===== config.mk =====
export PLATFORM = sky130hd
export DESIGN_NAME = hid_fields_to_boot_reports
export DESIGN_NICKNAME = d
export VERILOG_FILES = /design/src/rtl/core/hbr_pkg.sv /design/src/rtl/core/hbr_collect.sv /design/src/rtl/core/hid_fields_to_boot_reports.sv
export SDC_FILE = /design/constraint.sdc
export NUM_CORES = 1
export LEC_CHECK = 0
export BUFFER_PORTS_ARGS = -buffer_cell sky130_fd_sc_hd__clkbuf_2
export CAP_MARGIN = 15
export CORE_MARGIN = 3
export CORE_UTILIZATION = 56
export DETAILED_ROUTE_END_ITERATION = 12
export GPL_TIMING_DRIVEN = 1
export PLACE_DENSITY = 0.8
export SYNTH_ARGS = -nofsm -noshare
export SYNTH_HDL_FRONTEND = slang
export SYNTH_HIERARCHICAL = 1
export SYNTH_SLANG_ARGS = --single-unit

===== constraint.sdc =====
create_clock -name aclk -period 7.25 [get_ports aclk]
set_input_delay 0.725 -clock aclk [delete_from_list [all_inputs] [get_ports aclk]]
set_output_delay 0.725 -clock aclk [all_outputs]
set_load 0.02 [all_outputs]

===== src/rtl/core/hbr_pkg.sv =====
// shared types, constants and helpers for the hid boot report block
package hbr_pkg;

    // number of keyboard key slots in a boot report
    localparam int KEY_SLOTS = 6;
    localparam int KEY_CNT_W = $clog2(KEY_SLOTS + 1);

    // usage pages and usages
    localparam logic [15:0] PAGE_GEN_DESKTOP = 16'h0001;
    localparam logic [15:0] PAGE_KEYBOARD    = 16'h0007;
    localparam logic [15:0] PAGE_BUTTON      = 16'h0009;
    localparam logic [15:0] PAGE_CONSUMER    = 16'h000C;
    localparam logic [15:0] USAGE_MOD_FIRST  = 16'h00E0;
    localparam logic [15:0] USAGE_MOD_LAST   = 16'h00E7;
    localparam logic [15:0] USAGE_X          = 16'h0030;
    localparam logic [15:0] USAGE_Y          = 16'h0031;
    localparam logic [15:0] USAGE_WHEEL      = 16'h0038;
    localparam logic [15:0] USAGE_AC_PAN     = 16'h0238;
    localparam logic [15:0] USAGE_BTN_FIRST  = 16'h0001;
    localparam logic [15:0] USAGE_BTN_LAST   = 16'h0008;

    // saturation limits
    localparam logic signed [31:0] AXIS_MAX = 32'sd127;
    localparam logic signed [31:0] AXIS_MIN = -32'sd127;

    // configuration register indexes
    localparam logic REG_KEYBOARD_ENABLE = 1'b0;
    localparam logic REG_MOUSE_ENABLE    = 1'b1;

    typedef enum logic {
        REPORT_KEYBOARD = 1'b0,
        REPORT_MOUSE    = 1'b1
    } report_kind_t;

    // one parsed report field
    typedef struct packed {
        logic [15:0]        page_code;
        logic [15:0]        usage_code;
        logic signed [31:0] field_value;
        logic               last_field;
    } in_word_t;

    // one boot report
    typedef struct packed {
        logic               report_kind;
        logic [7:0]         bits_byte;
        logic [47:0]        key_slots;
        logic signed [7:0]  move_x;
        logic signed [7:0]  move_y;
        logic signed [7:0]  scroll_wheel;
        logic signed [7:0]  scroll_pan;
        logic               last_result;
    } out_word_t;

    // collected report contents after a field is applied
    typedef struct packed {
        logic              keyboard_seen;
        logic              pointer_seen;
        logic [7:0]        modifier_bits;
        logic [47:0]       key_slots;
        logic [7:0]        button_bits;
        logic signed [7:0] axis_x;
        logic signed [7:0] axis_y;
        logic signed [7:0] axis_wheel;
        logic signed [7:0] axis_pan;
    } report_t;

    // clamp a signed value to -127..127
    function automatic logic signed [7:0] sat_axis(input logic signed [31:0] v);
        logic signed [7:0] r;
        if (v > AXIS_MAX) begin
            r = AXIS_MAX[7:0];
        end else if (v < AXIS_MIN) begin
            r = AXIS_MIN[7:0];
        end else begin
            r = v[7:0];
        end
        return r;
    endfunction

endpackage


===== src/rtl/core/hbr_collect.sv =====
// per-report field collector: modifier, key, button and axis state
module hbr_collect import hbr_pkg::*; (
    input  logic     aclk,
    input  logic     aresetn,
    input  logic     accept,
    input  in_word_t word_in,
    output report_t  report_next
);

    report_t                rpt_reg;
    logic [KEY_CNT_W-1:0]   key_count_reg;
    report_t                rpt_next;
    logic [KEY_CNT_W-1:0]   key_count_next;
    logic                   nonzero;
    logic [15:0]            btn_index;

    assign nonzero   = (word_in.field_value != '0);
    assign btn_index = word_in.usage_code - USAGE_BTN_FIRST;

    // apply one field to the collected state
    always_comb begin
        rpt_next       = rpt_reg;
        key_count_next = key_count_reg;
        case (word_in.page_code)
            PAGE_KEYBOARD: begin
                rpt_next.keyboard_seen = 1'b1;
                if (nonzero) begin
                    if (word_in.usage_code >= USAGE_MOD_FIRST &&
                        word_in.usage_code <= USAGE_MOD_LAST) begin
                        rpt_next.modifier_bits[word_in.usage_code[2:0]] = 1'b1;
                    end else if (key_count_reg < KEY_CNT_W'(KEY_SLOTS)) begin
                        for (int i = 0; i < KEY_SLOTS; i++) begin
                            if (key_count_reg == KEY_CNT_W'(i)) begin
                                rpt_next.key_slots[8*i +: 8] = word_in.usage_code[7:0];
                            end
                        end
                        key_count_next = key_count_reg + 1'b1;
                    end
                end
            end
            PAGE_GEN_DESKTOP: begin
                if (word_in.usage_code == USAGE_X) begin
                    rpt_next.axis_x       = sat_axis(word_in.field_value);
                    rpt_next.pointer_seen = 1'b1;
                end else if (word_in.usage_code == USAGE_Y) begin
                    rpt_next.axis_y       = sat_axis(word_in.field_value);
                    rpt_next.pointer_seen = 1'b1;
                end else if (word_in.usage_code == USAGE_WHEEL) begin
                    rpt_next.axis_wheel   = sat_axis(word_in.field_value);
                    rpt_next.pointer_seen = 1'b1;
                end
            end
            PAGE_BUTTON: begin
                if (nonzero && word_in.usage_code >= USAGE_BTN_FIRST &&
                    word_in.usage_code <= USAGE_BTN_LAST) begin
                    rpt_next.button_bits[btn_index[2:0]] = 1'b1;
                    rpt_next.pointer_seen                = 1'b1;
                end
            end
            PAGE_CONSUMER: begin
                if (word_in.usage_code == USAGE_AC_PAN) begin
                    rpt_next.axis_pan     = sat_axis(word_in.field_value);
                    rpt_next.pointer_seen = 1'b1;
                end
            end
            default: ;
        endcase
    end

    assign report_next = rpt_next;

    // state update, cleared after the last field of a report
    always_ff @(posedge aclk) begin
        if (!aresetn) begin
            rpt_reg       <= '0;
            key_count_reg <= '0;
        end else if (accept) begin
            if (word_in.last_field) begin
                rpt_reg       <= '0;
                key_count_reg <= '0;
            end else begin
                rpt_reg       <= rpt_next;
                key_count_reg <= key_count_next;
            end
        end
    end

endmodule


===== src/rtl/core/hid_fields_to_boot_reports.sv =====
// Collects parsed HID report fields (one word per cycle while s_ready is high)
// and emits keyboard and mouse boot reports. Every accepted field word is
// folded into the collector state at the accepting edge. On the field marked
// last, the finished report is copied into a pending register and the
// collector clears, so fields of the next report keep flowing. The pending
// report drains through the output register as one word (keyboard or mouse)
// or two words (keyboard then mouse); a further last field is held off only
// while a pending report still has words to send.
// Registers: keyboard_enable at 0x0, mouse_enable at 0x4.
module hid_fields_to_boot_reports import hbr_pkg::*; (
    input  logic        aclk,
    input  logic        aresetn,
    // field input
    input  logic        s_valid,
    output logic        s_ready,
    input  in_word_t    s_data,
    // report output
    output logic        m_valid,
    input  logic        m_ready,
    output out_word_t   m_data,
    // configuration
    input  logic        psel,
    input  logic        penable,
    input  logic        pwrite,
    input  logic [2:0]  paddr,
    input  logic [31:0] pwdata,
    output logic [31:0] prdata,
    output logic        pready
);

    logic      kbd_en_reg;
    logic      mouse_en_reg;
    report_t   rpt_next;
    report_t   pend_reg;
    logic      pend_kbd_reg;
    logic      pend_mouse_reg;
    logic      pend_valid;
    logic      out_load;
    logic      pend_done;
    logic      in_accept;
    logic      report_end;
    logic      emit_kbd;
    logic      emit_mouse;
    logic      m_valid_reg;
    out_word_t m_data_reg;
    out_word_t out_next;

    // configuration registers
    assign pready = 1'b1;
    always_ff @(posedge aclk) begin
        if (!aresetn) begin
            kbd_en_reg   <= 1'b1;
            mouse_en_reg <= 1'b1;
        end else if (psel && penable && pwrite) begin
            unique case (paddr[2])
                REG_KEYBOARD_ENABLE: kbd_en_reg   <= pwdata[0];
                REG_MOUSE_ENABLE:    mouse_en_reg <= pwdata[0];
                default: ;
            endcase
        end
    end

    always_comb begin
        prdata = '0;
        unique case (paddr[2])
            REG_KEYBOARD_ENABLE: prdata[0] = kbd_en_reg;
            REG_MOUSE_ENABLE:    prdata[0] = mouse_en_reg;
            default: ;
        endcase
    end

    // field collector
    hbr_collect u_collect (
        .aclk        (aclk),
        .aresetn     (aresetn),
        .accept      (in_accept),
        .word_in     (s_data),
        .report_next (rpt_next)
    );

    // handshake and drain control
    assign pend_valid = pend_kbd_reg || pend_mouse_reg;
    assign out_load   = !m_valid_reg || m_ready;
    assign pend_done  = out_load && pend_valid && !(pend_kbd_reg && pend_mouse_reg);
    assign s_ready    = !s_data.last_field || !pend_valid || pend_done;
    assign in_accept  = s_valid && s_ready;
    assign report_end = in_accept && s_data.last_field;
    assign emit_kbd   = rpt_next.keyboard_seen && kbd_en_reg;
    assign emit_mouse = rpt_next.pointer_seen && mouse_en_reg;

    // next output word from the pending report
    always_comb begin
        out_next = '0;
        if (pend_kbd_reg) begin
            out_next.report_kind = REPORT_KEYBOARD;
            out_next.bits_byte   = pend_reg.modifier_bits;
            out_next.key_slots   = pend_reg.key_slots;
            out_next.last_result = !pend_mouse_reg;
        end else begin
            out_next.report_kind  = REPORT_MOUSE;
            out_next.bits_byte    = pend_reg.button_bits;
            out_next.move_x       = pend_reg.axis_x;
            out_next.move_y       = pend_reg.axis_y;
            out_next.scroll_wheel = pend_reg.axis_wheel;
            out_next.scroll_pan   = pend_reg.axis_pan;
            out_next.last_result  = 1'b1;
        end
    end

    // pending report flags
    always_ff @(posedge aclk) begin
        if (!aresetn) begin
            pend_kbd_reg   <= 1'b0;
            pend_mouse_reg <= 1'b0;
        end else if (report_end) begin
            pend_kbd_reg   <= emit_kbd;
            pend_mouse_reg <= emit_mouse;
        end else if (out_load && pend_valid) begin
            if (pend_kbd_reg) begin
                pend_kbd_reg <= 1'b0;
            end else begin
                pend_mouse_reg <= 1'b0;
            end
        end
    end

    // pending report contents
    always_ff @(posedge aclk) begin
        if (report_end) begin
            pend_reg <= rpt_next;
        end
    end

    // output register
    always_ff @(posedge aclk) begin
        if (!aresetn) begin
            m_valid_reg <= 1'b0;
        end else if (out_load) begin
            m_valid_reg <= pend_valid;
        end
    end

    always_ff @(posedge aclk) begin
        if (out_load && pend_valid) begin
            m_data_reg <= out_next;
        end
    end

    assign m_valid = m_valid_reg;
    assign m_data  = m_data_reg;

endmodule

==> impl_metrics.tcl <==
set metrics [dict create \
    drt_wl_total_mm 30.2 \
    cts_tree "done" \
    drt_pass1_iterations 5 \
    path_max_fanout 16 \
    cts_max_level 1 \
    synth_area_per_cell_um2 11.9 \
    dr.first_iter.drc_count 1131 \
    fin_worst_skew_ns 0.0221 \
    start_kind "input pin" \
    p_leak_nw 5.60 \
    critPathKind "input pin to register" \
    rows 55 \
    finalCritPeriodShare_pct 50.7 \
    synth_seq_cells 292 \
    r2r-end "u_collect/rpt_reg[80]" \
    io_pins 232 \
    cts_setup_buffers 0 \
    final_nets 1359 \
    port_buffers 166 \
    via_per_inst 5.97 \
    final_core_utilization_pct 65.6 \
    ys_seq_area_share_pct 57.8 \
    area_growth_syn_to_layout_pct 13.1 \
    r2r_cells 8 \
    ys_async_sr_fraction_pct 0 \
    drv_slew 0 \
    hold_violations 0 \
    start_util_pct 58.0 \
    min_to "mouse_en_reg" \
    worstSetupEndpointType "register" \
    cp_cell_sequence "clkbuf_2 -> nor4_1 -> nand4_2 -> nor3_2 -> and2_1 -> mux2_2" \
    cp_data_required_time_ns 7.54 \
    drive_gt1_share_pct 25.3 \
    dieArea_um2 25700 \
    synthCells 1119 \
    num_vias 9427 \
    slew_headroom_pct 30.0 \
    max_freq_mhz 272 \
    design_area_um2 15100 \
    clk_pin_slew_ns 0.07 \
    final_cell_mix "edfxtp_1 (186), clkbuf_2 (165), dfxtp_1 (105)" \
    min_from "pwdata[0]" \
    irDropWorstVdd_mv 0.163 \
    synth_cell_type_count 68 \
    slowest_stage "nor4_1" \
    worstHoldPathCells 3 \
    finalSetupViolations 0 \
    grt_pass1_vias 8811 \
    outcome "completed" \
    reg2reg_slack_ns 4.21 \
    final_common_cell "edfxtp_1" \
    ant_nets 0 \
    wire_per_inst_um 19.1 \
    max_cap_viol_count 0 \
    finalCriticalPeriod_ns 3.68 \
    grt_busiest_layer "met2" \
    reg2reg_from "m_valid" \
    fillCellCount 1746 \
    grt_pass1_wl_mm 46.8 \
    use_met3_pct 3.84 \
    hold_buffers 0 \
    clkLatencyLatePin_ns 0.55 \
    die_width_um 160 \
    p_per_area_nw_per_um2 226 \
    largest_reg_flops 98 \
    coreArea_um2 23000 \
    rsz0062_at_grt "no" \
    synth_warnings 6 \
    cp_slowest_stage_delay_ns 0.88 \
    cts_root_buf "clkbuf_16" \
    gp_congestion 0.853 \
    grt_antenna_before_repair 0 \
    die_h_um 160 \
    dpl_cell_area_um2 14100 \
    tightest_slew_ns 1.04 \
    use_met1_pct 31.3 \
    syn_area_um2 13300 \
    hpwl_mm 18.9 \
    grt_util_met2_pct 36.2 \
    worstPathArrival_ns 3.96 \
    ctsResizeCount 0 \
    cts.sinks 292 \
    grt_max_degree 95 \
    grt_overflow_total 0 \
    synth_edf_count 186 \
    synth_ff_type "edfxtp_1" \
    tns_ns 0 \
    n_antenna_cell 0 \
    drc 0 \
    holdCritPathClass "input pin to register" \
    track_usage_pct 22.4 \
    clock_path_buffers 3 \
    numCtsBuffers 29 \
]
[power breakdown]
part | leakage [nW] | internal, mW | switching [mW]
clock | 0.467 | 0.885 | 0.613
combinational | 2.41 | 0.0393 | 0.104
sequential | 2.72 | 1.77 | 0.00362
total | 5.60 | 2.69 | 0.720
[kinds of logic (layout without fill, tap and decap cells)]
logic type / count (synthesis) / count (layout) / share of synthesized area (%)
AOI/OAI and AO/OA: 168 / 168 / 9.37
xor gates and xnor gates: 1 / 1 / 0.0657
adders and majority gates: 9 / 9 / 0.835
buffers and inverters: 125 / 243 / 5.29
DFF: 292 / 292 / 57.8
muxes: 73 / 73 / 6.31
other: 2 / 32 / 0.0563
and+or+nand+nor: 449 / 449 / 20.3
[metal layers]
metal  part of all wire (%)  vias to the layer above
met2                     48                      410
li1                       -                     4384
met4                    1.9                        0
met1                     43                     4590
met3                    7.6                       43
met5                      0                        -
[synthesized netlist by cell type (4+ instances only)]
| cell | number | area (um^2) |
|---|---|---|
| a21o_1 | 5 | 37.5 |
| a21oi_1 | 4 | 20.0 |
| a22o_1 | 14 | 123 |
| a2bb2oi_1 | 6 | 52.6 |
| a31o_2 | 4 | 35.0 |
| a32o_1 | 7 | 70.1 |
| and2_1 | 54 | 338 |
| and3_1 | 6 | 37.5 |
| and4_1 | 5 | 43.8 |
| buf_4 | 36 | 270 |
| buf_6 | 13 | 146 |
| clkbuf_1 | 59 | 221 |
| dfxtp_1 | 106 | 2120 |
| edfxtp_1 | 186 | 5590 |
| ha_1 | 8 | 100 |
| inv_1 | 13 | 48.8 |
| mux2_2 | 64 | 721 |
| mux2_4 | 6 | 90.1 |
| nand2_1 | 70 | 263 |
| nand2b_1 | 7 | 43.8 |
| nand3_1 | 59 | 295 |
| nand3b_1 | 97 | 728 |
| nand4_1 | 22 | 138 |
| nor2_1 | 24 | 90.1 |
| nor2b_1 | 39 | 244 |
| nor3_1 | 17 | 85.1 |
| nor4_1 | 17 | 106 |
| o211ai_1 | 48 | 360 |
| o21a_1 | 7 | 52.6 |
| o21ai_0 | 28 | 140 |
| o21bai_1 | 8 | 60.1 |
| o22ai_1 | 7 | 43.8 |
| o2bb2ai_1 | 6 | 52.6 |
| o31ai_1 | 11 | 82.6 |
| or2_2 | 4 | 25.0 |
| or3_1 | 4 | 25.0 |
[stage by stage]
| step | setup slack (ns) | total power [mW] | std cells | hold WS, ns |
|---|---|---|---|---|
| 6_report | 3.57 | 3.41 | 1580 | 0.403 |
| 5_1_grt | 3.45 | 3.52 | 1580 | 0.440 |
| 4_1_cts | 3.68 | 3.43 | 1579 | 0.400 |
| 3_5_place_dp | 3.15 | 1.95 | 1525 | 0.438 |
| 3_3_place_gp | 3.23 | 1.95 | 1525 | 0.427 |
| 2_1_floorplan | 1.57 | 1.91 | 1149 | 0.416 |
[area by class of cell]
type                    instances  area (um^2)  share of cell area (%)
multi-input cells             732         5060                    33.6
well taps                     313          392                    2.60
clock inverters                14          155                    1.03
inverters                      13         48.8                   0.324
repair buffers                176          906                    6.01
flip-flops and latches        292         7710                    51.1
clock buffers                  40          807                    5.35
[worst max-delay path by stage]
stage / start / cells past startpoint / slack, ns / end
floorplan: m_ready / 3 / 1.57 / pend_reg[0]
global placement: s_data[58] / 6 / 3.23 / pend_reg[73]
detailed placement: s_data[58] / 6 / 3.15 / pend_reg[73]
CTS: s_data[58] / 6 / 3.68 / pend_reg[73]
global route: s_data[58] / 6 / 3.45 / pend_reg[73]
finish: s_data[58] / 6 / 3.57 / pend_reg[71]
[critical path: cells and delay by family]
| kind | cells | cell delay [ns] |
|---|---|---|
| buffers and inverters | 1 | 0.08 |
| multiplexers | 1 | 0.41 |
| AND/OR/NAND/NOR | 4 | 2.74 |
Power figures use the tool's default switching activity.
